===== config.mk =====
export PLATFORM = sky130hd
export DESIGN_NAME = disparity_to_point_cloud_unit
export DESIGN_NICKNAME = d
export VERILOG_FILES = /design/src/sv/dpc_pkg.sv /design/src/sv/dpc_front.sv /design/src/sv/dpc_queue.sv /design/src/sv/dpc_back.sv /design/src/sv/disparity_to_point_cloud_unit.sv
export SDC_FILE = /design/constraint.sdc
export NUM_CORES = 2
export LEC_CHECK = 0
export BUFFER_PORTS_ARGS = -buffer_cell sky130_fd_sc_hd__buf_2
export CORE_MARGIN = 8
export CORE_UTILIZATION = 45
export DETAILED_ROUTE_END_ITERATION = 12
export HOLD_SLACK_MARGIN = 0.08
export SLEW_MARGIN = 10
export SYNTH_ARGS = -nofsm -noshare
export SYNTH_HDL_FRONTEND = slang
export SYNTH_SLANG_ARGS = --single-unit

===== constraint.sdc =====
create_clock -name clk_i -period 11.2 [get_ports clk_i]
set_input_delay 1.12 -clock clk_i [delete_from_list [all_inputs] [get_ports clk_i]]
set_output_delay 1.12 -clock clk_i [all_outputs]
set_load 0.05 [all_outputs]

===== src/sv/dpc_pkg.sv =====
// Shared types, constants and helpers for the disparity to point cloud unit.
package dpc_pkg;

  localparam int unsigned POS_W  = 13;
  localparam int unsigned ROW_W  = 12;
  localparam int unsigned DIV_W  = 53;
  localparam int unsigned DEN_W  = 20;
  localparam int unsigned CNT_W  = 6;
  localparam int unsigned OUT_DW = 104;

  localparam logic [12:0] RST_IMAGE_WIDTH = 13'd1024;
  localparam logic [2:0]  RST_SAMPLE_STEP = 3'd2;
  localparam logic [19:0] RST_FOCAL_X     = 20'd184027;
  localparam logic [19:0] RST_FOCAL_Y     = 20'd184027;
  localparam logic [19:0] RST_CENTER_X    = 20'd155441;
  localparam logic [19:0] RST_CENTER_Y    = 20'd47415;
  localparam logic [15:0] RST_BASELINE    = 16'd2347;

  localparam logic [2:0] REG_IMAGE_WIDTH = 3'd0;
  localparam logic [2:0] REG_SAMPLE_STEP = 3'd1;
  localparam logic [2:0] REG_FOCAL_X     = 3'd2;
  localparam logic [2:0] REG_FOCAL_Y     = 3'd3;
  localparam logic [2:0] REG_CENTER_X    = 3'd4;
  localparam logic [2:0] REG_CENTER_Y    = 3'd5;
  localparam logic [2:0] REG_BASELINE    = 3'd6;

  typedef struct packed {
    logic [12:0] image_width;
    logic [2:0]  sample_step;
    logic [19:0] focal_x;
    logic [19:0] focal_y;
    logic [19:0] center_x;
    logic [19:0] center_y;
    logic [15:0] baseline;
  } cfg_t;

  typedef struct packed {
    logic [7:0]       gray;
    logic [7:0]       disp;
    logic [POS_W-1:0] col;
    logic [ROW_W-1:0] row;
  } entry_t;

  typedef struct packed {
    logic [31:0] x_pos;
    logic [31:0] y_pos;
    logic [30:0] depth;
    logic [7:0]  point_gray;
    logic        depth_valid;
  } point_t;

  typedef enum logic [2:0] {
    B_IDLE, B_DEPTH, B_XMUL, B_XDIV, B_YMUL, B_YDIV, B_OUT
  } back_state_e;

  // Effective step: zero acts as one, above four acts as four.
  function automatic logic [2:0] eff_step(input logic [2:0] s);
    logic [2:0] r;
    r = s;
    if (s == 3'd0) r = 3'd1;
    if (s > 3'd4) r = 3'd4;
    return r;
  endfunction

  // True when v is a multiple of step (step 1..4).
  function automatic logic on_grid(input logic [12:0] v, input logic [2:0] step);
    logic [25:0] prod;
    logic [12:0] q3;
    logic [14:0] back3;
    logic        r;
    prod  = 26'(v) * 26'd2731;
    q3    = prod[25:13];
    back3 = 15'(q3) * 15'd3;
    r     = 1'b1;
    case (step)
      3'd2:    r = (v[0] == 1'b0);
      3'd3:    r = (back3 == 15'(v));
      3'd4:    r = (v[1:0] == 2'b00);
      default: r = 1'b1;
    endcase
    return r;
  endfunction

  function automatic logic [19:0] eff_focal(input logic [19:0] f);
    return (f == 20'd0) ? 20'd1 : f;
  endfunction

endpackage


===== src/sv/dpc_front.sv =====
// Front end: pixel position counters and sampling-grid selection.
module dpc_front #(
  parameter int unsigned MAX_WIDTH = 4096
) (
  input  logic                clk_i,
  input  logic                rst_ni,
  input  dpc_pkg::cfg_t       cfg_i,
  input  logic                in_valid_i,
  input  logic [7:0]          gray_i,
  input  logic [7:0]          disp_i,
  input  logic                first_i,
  input  logic                q_full_i,
  output logic                in_ready_o,
  output logic                push_o,
  output dpc_pkg::entry_t     push_data_o
);

  localparam int unsigned CW = $clog2(MAX_WIDTH);
  localparam int unsigned WW = CW + 1;

  logic [CW-1:0]               col_q, col_d, col_cur;
  logic [dpc_pkg::ROW_W-1:0]   row_q, row_d, row_cur, row_start;
  logic [WW-1:0]               width_eff;
  logic [31:0]                 width_ext;
  logic [WW-1:0]               col_inc;
  logic [2:0]                  step;
  logic                        accept;

  assign accept     = in_valid_i && !q_full_i;
  assign in_ready_o = !q_full_i;
  assign step       = dpc_pkg::eff_step(cfg_i.sample_step);
  assign width_ext  = 32'(cfg_i.image_width);

  always_comb begin
    if (width_ext == 32'd0) begin
      width_eff = WW'(1);
    end else if (width_ext > MAX_WIDTH) begin
      width_eff = WW'(MAX_WIDTH);
    end else begin
      width_eff = WW'(width_ext);
    end
  end

  always_comb begin
    col_cur   = first_i ? '0 : col_q;
    row_start = first_i ? '0 : row_q;
    row_cur   = row_start;
    if (WW'(col_cur) >= width_eff) begin
      col_cur = '0;
      row_cur = row_start + 1'b1;
    end
    col_inc = WW'(col_cur) + 1'b1;
    col_d   = col_q;
    row_d   = row_q;
    if (accept) begin
      if (col_inc >= width_eff) begin
        col_d = '0;
        row_d = row_cur + 1'b1;
      end else begin
        col_d = col_inc[CW-1:0];
        row_d = row_cur;
      end
    end
  end

  assign push_o = accept &&
                  dpc_pkg::on_grid(13'(col_cur), step) &&
                  dpc_pkg::on_grid(13'(row_cur), step);

  always_comb begin
    push_data_o.gray = gray_i;
    push_data_o.disp = disp_i;
    push_data_o.col  = dpc_pkg::POS_W'(col_cur);
    push_data_o.row  = row_cur;
  end

  always_ff @(posedge clk_i or negedge rst_ni) begin
    if (!rst_ni) begin
      col_q <= '0;
      row_q <= '0;
    end else begin
      col_q <= col_d;
      row_q <= row_d;
    end
  end

endmodule


===== src/sv/dpc_queue.sv =====
// Two-entry request queue between front end and back end.
module dpc_queue (
  input  logic            clk_i,
  input  logic            rst_ni,
  input  logic            push_i,
  input  dpc_pkg::entry_t push_data_i,
  input  logic            pop_i,
  output logic            full_o,
  output logic            valid_o,
  output dpc_pkg::entry_t data_o
);

  dpc_pkg::entry_t mem_q [2];
  logic            wr_q, rd_q;
  logic [1:0]      cnt_q;

  assign full_o  = (cnt_q == 2'd2);
  assign valid_o = (cnt_q != 2'd0);
  assign data_o  = mem_q[rd_q];

  always_ff @(posedge clk_i) begin
    if (push_i) begin
      mem_q[wr_q] <= push_data_i;
    end
  end

  always_ff @(posedge clk_i or negedge rst_ni) begin
    if (!rst_ni) begin
      wr_q  <= 1'b0;
      rd_q  <= 1'b0;
      cnt_q <= 2'd0;
    end else begin
      if (push_i) wr_q <= !wr_q;
      if (pop_i) rd_q <= !rd_q;
      cnt_q <= cnt_q + 2'(push_i) - 2'(pop_i);
    end
  end

endmodule


===== src/sv/dpc_back.sv =====
// Back end: depth and reprojection through one shared serial divider.
module dpc_back (
  input  logic            clk_i,
  input  logic            rst_ni,
  input  dpc_pkg::cfg_t   cfg_i,
  input  logic            q_valid_i,
  input  dpc_pkg::entry_t q_data_i,
  output logic            pop_o,
  input  logic            out_ready_i,
  output logic            out_valid_o,
  output dpc_pkg::point_t out_o
);

  localparam int unsigned DW = dpc_pkg::DIV_W;

  dpc_pkg::back_state_e state_q, state_d;
  dpc_pkg::entry_t      ent_q, ent_d;
  dpc_pkg::point_t      res_q, res_d, out_q, out_d;
  logic                 out_v_q, out_v_d;
  logic [DW-1:0]        num_q, num_d, num_n;
  logic [dpc_pkg::DEN_W:0]   rem_q, rem_d, rem_sh, rem_n;
  logic [dpc_pkg::DEN_W-1:0] den_q, den_d;
  logic [dpc_pkg::CNT_W-1:0] cnt_q, cnt_d;
  logic                 neg_q, neg_d, ge, last;
  logic [19:0]          fxe, fye, cen, foc;
  logic [20:0]          pos_p, mag;
  logic                 neg_c;

  assign fxe    = dpc_pkg::eff_focal(cfg_i.focal_x);
  assign fye    = dpc_pkg::eff_focal(cfg_i.focal_y);
  assign rem_sh = {rem_q[dpc_pkg::DEN_W-1:0], num_q[DW-1]};
  assign ge     = rem_sh >= {1'b0, den_q};
  assign rem_n  = ge ? rem_sh - {1'b0, den_q} : rem_sh;
  assign num_n  = {num_q[DW-2:0], ge};
  assign last   = (cnt_q == dpc_pkg::CNT_W'(DW - 1));

  function automatic logic [31:0] sat32(input logic [DW-1:0] q, input logic neg);
    logic [31:0] r;
    if (!neg) begin
      r = (q > DW'(32'h7FFF_FFFF)) ? 32'h7FFF_FFFF : q[31:0];
    end else begin
      r = (q >= DW'(32'h8000_0000)) ? 32'h8000_0000 : 32'(0) - q[31:0];
    end
    return r;
  endfunction

  always_comb begin
    if (state_q == dpc_pkg::B_YMUL) begin
      pos_p = {1'b0, ent_q.row, 8'd0};
      cen   = cfg_i.center_y;
      foc   = fye;
    end else begin
      pos_p = {ent_q.col, 8'd0};
      cen   = cfg_i.center_x;
      foc   = fxe;
    end
    neg_c = pos_p < 21'(cen);
    mag   = neg_c ? 21'(cen) - pos_p : pos_p - 21'(cen);
  end

  always_comb begin
    state_d = state_q;
    ent_d   = ent_q;
    res_d   = res_q;
    out_d   = out_q;
    out_v_d = out_v_q && !out_ready_i;
    num_d   = num_q;
    rem_d   = rem_q;
    den_d   = den_q;
    cnt_d   = cnt_q;
    neg_d   = neg_q;
    pop_o   = 1'b0;
    unique case (state_q)
      dpc_pkg::B_IDLE: begin
        if (q_valid_i) begin
          pop_o            = 1'b1;
          ent_d            = q_data_i;
          res_d.point_gray = q_data_i.gray;
          if (q_data_i.disp == 8'd0) begin
            res_d.x_pos       = '0;
            res_d.y_pos       = '0;
            res_d.depth       = '0;
            res_d.depth_valid = 1'b0;
            state_d           = dpc_pkg::B_OUT;
          end else begin
            res_d.depth_valid = 1'b1;
            num_d   = DW'(36'(fxe) * 36'(cfg_i.baseline)) + DW'({q_data_i.disp, 7'd0});
            den_d   = dpc_pkg::DEN_W'({q_data_i.disp, 8'd0});
            rem_d   = '0;
            cnt_d   = '0;
            state_d = dpc_pkg::B_DEPTH;
          end
        end
      end
      dpc_pkg::B_DEPTH, dpc_pkg::B_XDIV, dpc_pkg::B_YDIV: begin
        num_d = num_n;
        rem_d = rem_n;
        cnt_d = cnt_q + 1'b1;
        if (last) begin
          case (state_q)
            dpc_pkg::B_DEPTH: begin
              res_d.depth = (num_n > DW'(32'h7FFF_FFFF)) ? 31'h7FFF_FFFF : num_n[30:0];
              state_d     = dpc_pkg::B_XMUL;
            end
            dpc_pkg::B_XDIV: begin
              res_d.x_pos = sat32(num_n, neg_q);
              state_d     = dpc_pkg::B_YMUL;
            end
            default: begin
              res_d.y_pos = sat32(num_n, neg_q);
              state_d     = dpc_pkg::B_OUT;
            end
          endcase
        end
      end
      dpc_pkg::B_XMUL, dpc_pkg::B_YMUL: begin
        num_d   = DW'(52'(mag) * 52'(res_q.depth)) + DW'(foc[19:1]);
        den_d   = foc;
        neg_d   = neg_c;
        rem_d   = '0;
        cnt_d   = '0;
        state_d = (state_q == dpc_pkg::B_XMUL) ? dpc_pkg::B_XDIV : dpc_pkg::B_YDIV;
      end
      dpc_pkg::B_OUT: begin
        if (!out_v_q || out_ready_i) begin
          out_d   = res_q;
          out_v_d = 1'b1;
          state_d = dpc_pkg::B_IDLE;
        end
      end
      default: state_d = dpc_pkg::B_IDLE;
    endcase
  end

  assign out_valid_o = out_v_q;
  assign out_o       = out_q;

  always_ff @(posedge clk_i) begin
    ent_q <= ent_d;
    res_q <= res_d;
    out_q <= out_d;
    num_q <= num_d;
    rem_q <= rem_d;
    den_q <= den_d;
    cnt_q <= cnt_d;
    neg_q <= neg_d;
  end

  always_ff @(posedge clk_i or negedge rst_ni) begin
    if (!rst_ni) begin
      state_q <= dpc_pkg::B_IDLE;
      out_v_q <= 1'b0;
    end else begin
      state_q <= state_d;
      out_v_q <= out_v_d;
    end
  end

endmodule


===== src/sv/disparity_to_point_cloud_unit.sv =====
// Top level: configuration registers, front end, request queue and back end.
// Turns a raster stream of gray/disparity pixels into 3-D points. Column and row
// counters restart on the frame-start flag in tuser and wrap at image_width; only
// pixels whose column and row are multiples of sample_step give a point. Depth is
// focal_x*baseline/disparity, x and y are the centered position times depth over
// the focal length, all rounded to nearest and saturated; zero disparity gives a
// zero point with depth_valid low. Off-grid pixels are taken at one per clock while
// the queue has room. A sampled pixel occupies the back end through issue, three
// 53-step divisions on one shared serial divider, two multiply steps and output,
// while a zero-disparity pixel goes from issue straight to output. The back end
// takes a new pixel only after passing the last one to the output register; a
// two-entry queue and an output register let input and output stall independently.
module disparity_to_point_cloud_unit #(
  parameter int unsigned MAX_WIDTH = 4096
) (
  input  logic          clk_i,
  input  logic          rst_ni,
  input  logic          s_axis_tvalid,
  output logic          s_axis_tready,
  input  logic [15:0]   s_axis_tdata,  // gray, disparity_value
  input  logic          s_axis_tuser,  // first_of_frame
  output logic          m_axis_tvalid,
  input  logic          m_axis_tready,
  output logic [103:0]  m_axis_tdata,  // x_pos, y_pos, depth, point_gray, zero pad
  output logic          m_axis_tuser,  // depth_valid
  input  logic          psel,
  input  logic          penable,
  input  logic          pwrite,
  input  logic [4:0]    paddr,
  input  logic [31:0]   pwdata,
  output logic [31:0]   prdata,
  output logic          pready
);

  dpc_pkg::cfg_t   cfg_q;
  dpc_pkg::entry_t push_data, q_data;
  dpc_pkg::point_t pt;
  logic            push, q_full, q_valid, pop;
  logic [2:0]      reg_idx;
  logic            wr_en;

  assign pready  = 1'b1;
  assign reg_idx = paddr[4:2];
  assign wr_en   = psel && penable && pwrite;

  always_ff @(posedge clk_i or negedge rst_ni) begin
    if (!rst_ni) begin
      cfg_q.image_width <= dpc_pkg::RST_IMAGE_WIDTH;
      cfg_q.sample_step <= dpc_pkg::RST_SAMPLE_STEP;
      cfg_q.focal_x     <= dpc_pkg::RST_FOCAL_X;
      cfg_q.focal_y     <= dpc_pkg::RST_FOCAL_Y;
      cfg_q.center_x    <= dpc_pkg::RST_CENTER_X;
      cfg_q.center_y    <= dpc_pkg::RST_CENTER_Y;
      cfg_q.baseline    <= dpc_pkg::RST_BASELINE;
    end else if (wr_en) begin
      unique case (reg_idx)
        dpc_pkg::REG_IMAGE_WIDTH: cfg_q.image_width <= pwdata[12:0];
        dpc_pkg::REG_SAMPLE_STEP: cfg_q.sample_step <= pwdata[2:0];
        dpc_pkg::REG_FOCAL_X:     cfg_q.focal_x     <= pwdata[19:0];
        dpc_pkg::REG_FOCAL_Y:     cfg_q.focal_y     <= pwdata[19:0];
        dpc_pkg::REG_CENTER_X:    cfg_q.center_x    <= pwdata[19:0];
        dpc_pkg::REG_CENTER_Y:    cfg_q.center_y    <= pwdata[19:0];
        dpc_pkg::REG_BASELINE:    cfg_q.baseline    <= pwdata[15:0];
        default: ;
      endcase
    end
  end

  always_comb begin
    unique case (reg_idx)
      dpc_pkg::REG_IMAGE_WIDTH: prdata = 32'(cfg_q.image_width);
      dpc_pkg::REG_SAMPLE_STEP: prdata = 32'(cfg_q.sample_step);
      dpc_pkg::REG_FOCAL_X:     prdata = 32'(cfg_q.focal_x);
      dpc_pkg::REG_FOCAL_Y:     prdata = 32'(cfg_q.focal_y);
      dpc_pkg::REG_CENTER_X:    prdata = 32'(cfg_q.center_x);
      dpc_pkg::REG_CENTER_Y:    prdata = 32'(cfg_q.center_y);
      dpc_pkg::REG_BASELINE:    prdata = 32'(cfg_q.baseline);
      default:                  prdata = 32'd0;
    endcase
  end

  dpc_front #(.MAX_WIDTH(MAX_WIDTH)) u_front (
    .clk_i       (clk_i),
    .rst_ni      (rst_ni),
    .cfg_i       (cfg_q),
    .in_valid_i  (s_axis_tvalid),
    .gray_i      (s_axis_tdata[7:0]),
    .disp_i      (s_axis_tdata[15:8]),
    .first_i     (s_axis_tuser),
    .q_full_i    (q_full),
    .in_ready_o  (s_axis_tready),
    .push_o      (push),
    .push_data_o (push_data)
  );

  dpc_queue u_queue (
    .clk_i       (clk_i),
    .rst_ni      (rst_ni),
    .push_i      (push),
    .push_data_i (push_data),
    .pop_i       (pop),
    .full_o      (q_full),
    .valid_o     (q_valid),
    .data_o      (q_data)
  );

  dpc_back u_back (
    .clk_i       (clk_i),
    .rst_ni      (rst_ni),
    .cfg_i       (cfg_q),
    .q_valid_i   (q_valid),
    .q_data_i    (q_data),
    .pop_o       (pop),
    .out_ready_i (m_axis_tready),
    .out_valid_o (m_axis_tvalid),
    .out_o       (pt)
  );

  assign m_axis_tdata = {1'b0, pt.point_gray, pt.depth, pt.y_pos, pt.x_pos};
  assign m_axis_tuser = pt.depth_valid;

  a_no_overflow: assert property (@(posedge clk_i) disable iff (!rst_ni)
    !(push && q_full))
    else $error("push into full queue");

  a_pop_valid: assert property (@(posedge clk_i) disable iff (!rst_ni)
    pop |-> q_valid)
    else $error("pop from empty queue");

  a_zero_point: assert property (@(posedge clk_i) disable iff (!rst_ni)
    (m_axis_tvalid && !m_axis_tuser) |->
      (pt.x_pos == 32'd0 && pt.y_pos == 32'd0 && pt.depth == 31'd0))
    else $error("invalid point with nonzero coordinates");

endmodule

Word level (Yosys, flattened, before mapping). Memories as Yosys holds them, arrays and structs flattened. Index checks and enable logic that the tools add are counted.

Input bits: 61. Output and inout port bits: 140. Register bits: 477. Bits in read-only memories: 0. Latch bits: 0. RAM bits: 80. Memories kept: 1. Logic and storage cells: 187.

Memory list: u_queue.mem_q (depth 2, width 40, read ports 1, clocked after Yosys merged registers in 0, write ports 1, line dpc_queue.sv:13) `dpc_pkg::entry_t mem_q [2];`.

Multiply operators: 6. Bitwise gates (word level): 2. Div/mod/pow operators: 0. Multiplexer cells: 57. Add/sub/neg operators: 12. Reductions and logical operators: 43. Shift operators: 0. Order comparisons: 8. Equal/unequal tests: 27.

Operators with widths (count): 95-bit 2-to-1 mux (2); 95-bit one-hot mux with 2 select lines (1); 20-bit 2-to-1 mux (9); 32-bit 2-to-1 mux (5); 53-bit one-hot mux with 3 select lines (1); 20-bit one-hot mux with 7 select lines (1); 53-bit 2-to-1 mux (2); 104-bit 2-to-1 mux (1); 12-bit 2-to-1 mux (6); 31-bit 2-to-1 mux (2); 20-bit one-hot mux with 3 select lines (1); 52-bit by 19-bit adder with 53-bit output (1); 53-bit by 32-bit >= comparator with 1-bit output (second input constant) (1); 53-bit by 31-bit greater-than comparator with 1-bit output (second input constant) (1); 21-bit by 31-bit multiplier with 52-bit output (1); 12-bit by 12-bit multiplier with 24-bit output (second input constant) (2); 21-bit 2-to-1 mux (2); 20-bit zero test (2); 20-bit one-hot mux with 2 select lines (1); 36-bit by 15-bit adder with 37-bit output (1); 20-bit by 16-bit multiplier with 36-bit output (1); 32-bit zero test (1); 1-bit by 32-bit subtractor with 32-bit output (first input constant) (1); 13-bit by 12-bit equality test with 1-bit output (2); 44 further kinds (107).

Depth between registers and ports, before layout.
Depth in word-level cells: 13. Mapped depth: 48. Mapped depth without buffers: 46.

Hierarchy. Synthesis repeated with hierarchy kept, for this count alone.

Cells, all modules: 6749. Area, all modules: 66189.7 um^2.

Modules (own cells, without submodules): dpc_back (cells an instance 5190, times used 1, sequential area each 10099.7 um^2, area an instance 48644.2 um^2); dpc_front (cells an instance 1024, times used 1, sequential area each 600.6 um^2, area an instance 8793.4 um^2); disparity_to_point_cloud_unit (cells an instance 392, times used 1, sequential area each 2867.8 um^2, area an instance 5391.4 um^2); dpc_queue (cells an instance 143, times used 1, sequential area each 2562.5 um^2, area an instance 3360.7 um^2).

Worst setup path after synthesis. No wires, ideal clock.

Path kind: in2reg. Start point: input port s_axis_tuser. End point: memory u_queue.mem_q[0][0] in the netlist's numbering, enable pin. Arrival time: 11838 ps. Data required time: 10758 ps. Path slack: -1080 ps. Library setup time: 442 ps. Path buffers: 3. Stages: 40. Path through: clkbuf_1 buf_1 nor2_1 ha_1 a211oi_1 o221ai_1 a221oi_2 buf_2 nor2_1 xnor2_1 inv_1 ha_1 fa_1 inv_1 fa_1 inv_1 fa_1 fa_1 [4 not listed] o211a_1 a221oi_2 o21a_1 nor2_1 xnor2_1 ha_1 o21a_1 o31a_1 o31a_1 o21ai_0 nand2b_1 a21o_1 a21oi_1 xnor2_1 xnor3_1 or4_1 a22oi_1 nor2b_1.

RTL lines: from (decl) (line disparity_to_point_cloud_unit.sv:21) `input logic s_axis_tuser,`; to (decl) (line dpc_queue.sv:13).

Worst setup path after layout.
Start point: register u_back.state_q[0]. End point: register u_back.num_q[43] (data pin).

Word-level cells in the longest chain between the ends: 7. Elaborated cells on any way between the ends: 18. Classes of those cells: 3 x add/sub; 1 x mul; 1 x order compare; 5 x eq/ne; 5 x mux; 3 x reduce/logical.

Ends and longest elaborated chain: from (decl) (line dpc_back.sv:16) `dpc_pkg::back_state_e state_q, state_d;`; from (signal assigned) (line dpc_back.sv:151) `state_q <= dpc_pkg::B_IDLE;`; from (signal assigned) (line dpc_back.sv:154) `state_q <= state_d;`; 3-bit equality test (line dpc_back.sv:48, dpc_back.sv:73); 20-bit 2-to-1 mux / 21-bit 2-to-1 mux (equally long branches) (line dpc_back.sv:48) `if (state_q == dpc_pkg::B_YMUL) begin`; 21-bit by 20-bit subtractor with 21-bit output, or another cell as far along (line dpc_back.sv:58) `mag = neg_c ? 21'(cen) - pos_p : pos_p - 21'(cen);`; 21-bit 2-to-1 mux (line dpc_back.sv:58); 21-bit by 31-bit multiplier with 52-bit output (line dpc_back.sv:117) `num_d = DW'(52'(mag) * 52'(res_q.depth)) + DW'(foc[19:1]);`; 52-bit by 19-bit adder with 53-bit output (line dpc_back.sv:117); 53-bit one-hot mux with 3 select lines * (line dpc_back.sv:73) `unique case (state_q)`; named net u_back.num_d[43] (line dpc_back.sv:20) `logic [DW-1:0] num_q, num_d, num_n;`; to (signal assigned) (line dpc_back.sv:142) `num_q <= num_d;`; to (decl) (line dpc_back.sv:20).

Mark *: on every way through the listed nets, which the timed path passes. The rest lies on a longest branch. A chain may end at the register's enable or synchronous reset.

==> run_results.csv <==
group,metric,value,unit
finish,finish.utilization,0.499,
cts,clkSinkCount,556,
critical_path,max_stage_delay,580,ps
finish,multiInputGateArea,0.0434,mm^2
routing,drtIter0Drc,2835,
placement,hpwl,137000,um
placement,port_buffers,172,
yosys,synth_cell_types,82,
critical_path,worstPathRequired,11580,ps
global_routing,track_usage,0.226,
global_routing,met3_usage,0.0355,
finish,drive_above_1_share,0.123,
cts,cts_tree,"yes",
job,timing.max_cap.violations,0,
finish,syn2layout_area_growth,10.5,%
finish,regArea,0.0160,mm^2
cts,cts_root_buf,"clkbuf_16",
placement,gp_congestion,0.923,
yosys,yosys_warnings,0,
finish,mostFrequentLayoutCells,"inv_1 (1122), nand2_1 (915), fa_1 (909), ha_1 (550), edfxtp_1 (412)",
sta,slew_headroom,0.123,
global_routing,antenna_found_initial,6,
routing,ant_nets,0,
die,num_rows,139,
min_path,hp-start,"u_back.res_q[99]$_DFFE_PP_",
sta,hold_viol,0,
sta,maxSlewViolCount,0,
cts,clock_latency,710,ps
yosys,synthCells,6515,
routing,vias,46500,
global_routing,grt_max_degree,75,
global_routing,grt_pass1_wl,279000,um
critical_path,crit_slowest_cell,"fa_1",
yosys,synth-async-reset-ratio,0.259,
die,start_util,0.451,
die,pin_count,201,
global_routing,grt_overflow,0,
critical_path,critical_path.max_fanout,18,
cts,cts_buffer_depth,3,
routing,via_per_inst,5.40,
routing,drc_errors,0,
die,die_h,395,um
routing,wire_per_inst,20.7,um
critical_path,cpMostUsedCell,"buf_4",
yosys,ys_ff_latch,556,
min_path,holdPathStages,0,
routing,firstDrtPassIters,5,
critical_path,crit_type,"flip-flop to flip-flop",
critical_path,regToRegStartpoint,"u_back.state_q[0]$_DFFE_PN0P_",
yosys,synth.cell_area,0.0645,mm^2
sta,max_freq,92.6,MHz
finish,fill_cells,13100,
critical_path,critPathLaunchType,"flip-flop",
yosys,synthFlopType,"edfxtp_1",
global_routing,grt_pass1_vias,49400,
critical_path,worstReg2RegEnd,"u_back.num_q[43]$_DFFE_PP_",
die,die_area,0.156,mm^2
critical_path,ff2ff_setup_slack,400,ps
critical_path,cp-end-kind,"flip-flop",
finish,final_area,0.0713,mm^2
die,core_area,0.143,mm^2
cts,cts_buffers,61,
critical_path,worstRegToRegCells,43,
critical_path,critPathArrivalTime,11180,ps
global_routing,gr-usage-met1,0.283,
finish,mostFrequentLayoutCell,"inv_1",
global_routing,grt.busiest_layer,"met2",
routing,wl,178000,um
yosys,syn_avg_cell_area,9.90,um^2
min_path,hold-path-endpoint,"u_back.out_o[99]$_DFFE_PP_",
finish,final_nets,8176,
cts,path_clk_slew,60,ps
die,die_w,395,um
sta,period_share,0.964,
placement,place_area,0.0685,mm^2
sta,finalCriticalPeriod,10800,ps
sta,setup_viol,0,
status,status,"finished, final reports clean",
sta,max_slew.worst_pin.slew,1320,ps
cts,htree_levels,2,
min_path,hold_path.class,"flip-flop to flip-flop",
sta,fin_worst_skew,90.2,ps
global_routing,use_met2,0.393,
yosys,synth_edf_count,412,
yosys,ys_seq_area_frac,0.249,
-- critical path: cells and delay by family (launching register included) --
| family | cells | cell delay (ps) |
|---|---|---|
| adder cells (fa/ha/maj) | 9 | 4230 |
| AO/OA/AOI/OAI | 14 | 2480 |
| buffers and inverters | 12 | 1700 |
| AND/OR/NAND/NOR | 6 | 1220 |
| flip-flops | 1 | 390 |
| multiplexers | 1 | 250 |
| XOR/XNOR | 1 | 170 |
-- synth_stat cells, types with 17 or more instances --
library cell,instances,share of area
o31ai_1,17,0.0020
o21ai_0,180,0.014
ha_1,554,0.11
a31oi_1,26,0.0025
a211oi_1,18,0.0021
nand4_1,31,0.0030
mux2i_1,76,0.012
a21oi_1,217,0.017
buf_1,22,0.0013
nor3_1,60,0.0047
or3_1,20,0.0019
edfxtp_1,412,0.19
xnor2_1,129,0.018
fa_1,910,0.28
xor2_1,75,0.010
o21a_1,22,0.0026
mux2_2,163,0.028
inv_1,1126,0.066
nor2b_1,42,0.0041
a21o_1,92,0.011
dfrtp_1,92,0.036
clkbuf_1,303,0.018
dfstp_2,52,0.021
nand2b_1,29,0.0028
and3_1,32,0.0031
nor4_1,28,0.0027
nand2_1,917,0.053
a22oi_1,51,0.0059
nor2_1,250,0.015
and2_1,296,0.029
o21bai_1,20,0.0023
nand3_1,47,0.0036
-- repair_timing --
action / in CTS / in global routing
setup buffers: 1 / 26
hold buffers: 0 / 0
setup endpoints to repair: 6 / 96
pin swaps: 1 / 30
cloned: 0 / 7
gates resized for setup: 4 / 52
-- per-layer routing --
layer / vias up / routed length (um)
li1: 21100 / -
met3: 352 / 11400
met4: 2 / 7180
met2: 1473 / 87500
met5: - / 13
met1: 23600 / 72100
-- stage by stage --
stage               instances  hold WS (ps)  setup slack [ps]  setup TNS, ps
global route             8600           398             -55.1           -180
global placement         8456           402              20.5              0
finish                   8602           395               404              0
floorplan                6527           400              91.6              0
CTS                      8566           389              59.0              0
detailed placement       8456           405              -116          -8050
-- worst max path at each step --
stage,to,slack (ps),cells after the start,from
final,u_back.num_q[43]$_DFFE_PP_,400,43,u_back.state_q[0]$_DFFE_PN0P_
after floorplan,u_back.num_q[52]$_DFFE_PP_,90,44,u_back.state_q[1]$_DFFE_PN0P_
after CTS,u_back.num_q[52]$_DFFE_PP_,60,40,u_back.state_q[1]$_DFFE_PN0P_
after detailed placement,u_queue.mem_q[0][33]$_DFFE_PP_,-120,40,s_axis_tuser
after global routing,u_back.num_q[50]$_DFFE_PP_,-60,41,u_back.state_q[0]$_DFFE_PN0P_
after global placement,u_back.num_q[52]$_DFFE_PP_,20,43,u_back.state_q[1]$_DFFE_PN0P_
-- registers in the layout, indices dropped and copies added, names as in the netlist --
signal              cells
cfg_q                 112
u_back.out_o          104
u_back.res_q          104
u_queue.mem_q          80
u_back.num_q           53
u_back.ent_q           24
u_back.den_q           20
u_back.rem_q           20
u_front.col_q          12
u_front.row_q          12
u_back.cnt_q            6
u_back.state_q          3
u_queue.cnt_q           2
u_back.neg_q            1
u_back.out_valid_o      1
u_queue.rd_q            1
u_queue.wr_q            1
-- logic make-up (layout without fill, tap and decap cells) --
family	Yosys count	in the layout	synth area share
buf+inv	1475	1645	0.0870
xor+xnor	205	205	0.0280
mux	244	244	0.0420
flops	556	556	0.249
other cells	2	16	0.000116
compound gates	766	766	0.0755
simple gates	1803	1803	0.129
fa+ha+maj	1464	1464	0.390
-- final cells by class --
class | instances | share of cell area
Multi-Input combinational cell | 4496 | 0.609
Antenna cell | 2 | 0.0000702
Timing Repair Buffer | 409 | 0.0440
Clock buffer | 76 | 0.0229
Inverter | 1127 | 0.0594
Clock inverter | 33 | 0.00649
Sequential cell | 556 | 0.225
Tap cell | 1903 | 0.0334
Power is left out: the tool's default activity adds up to more than one toggle a clock period on the data nets, which glitch-free logic cannot reach.
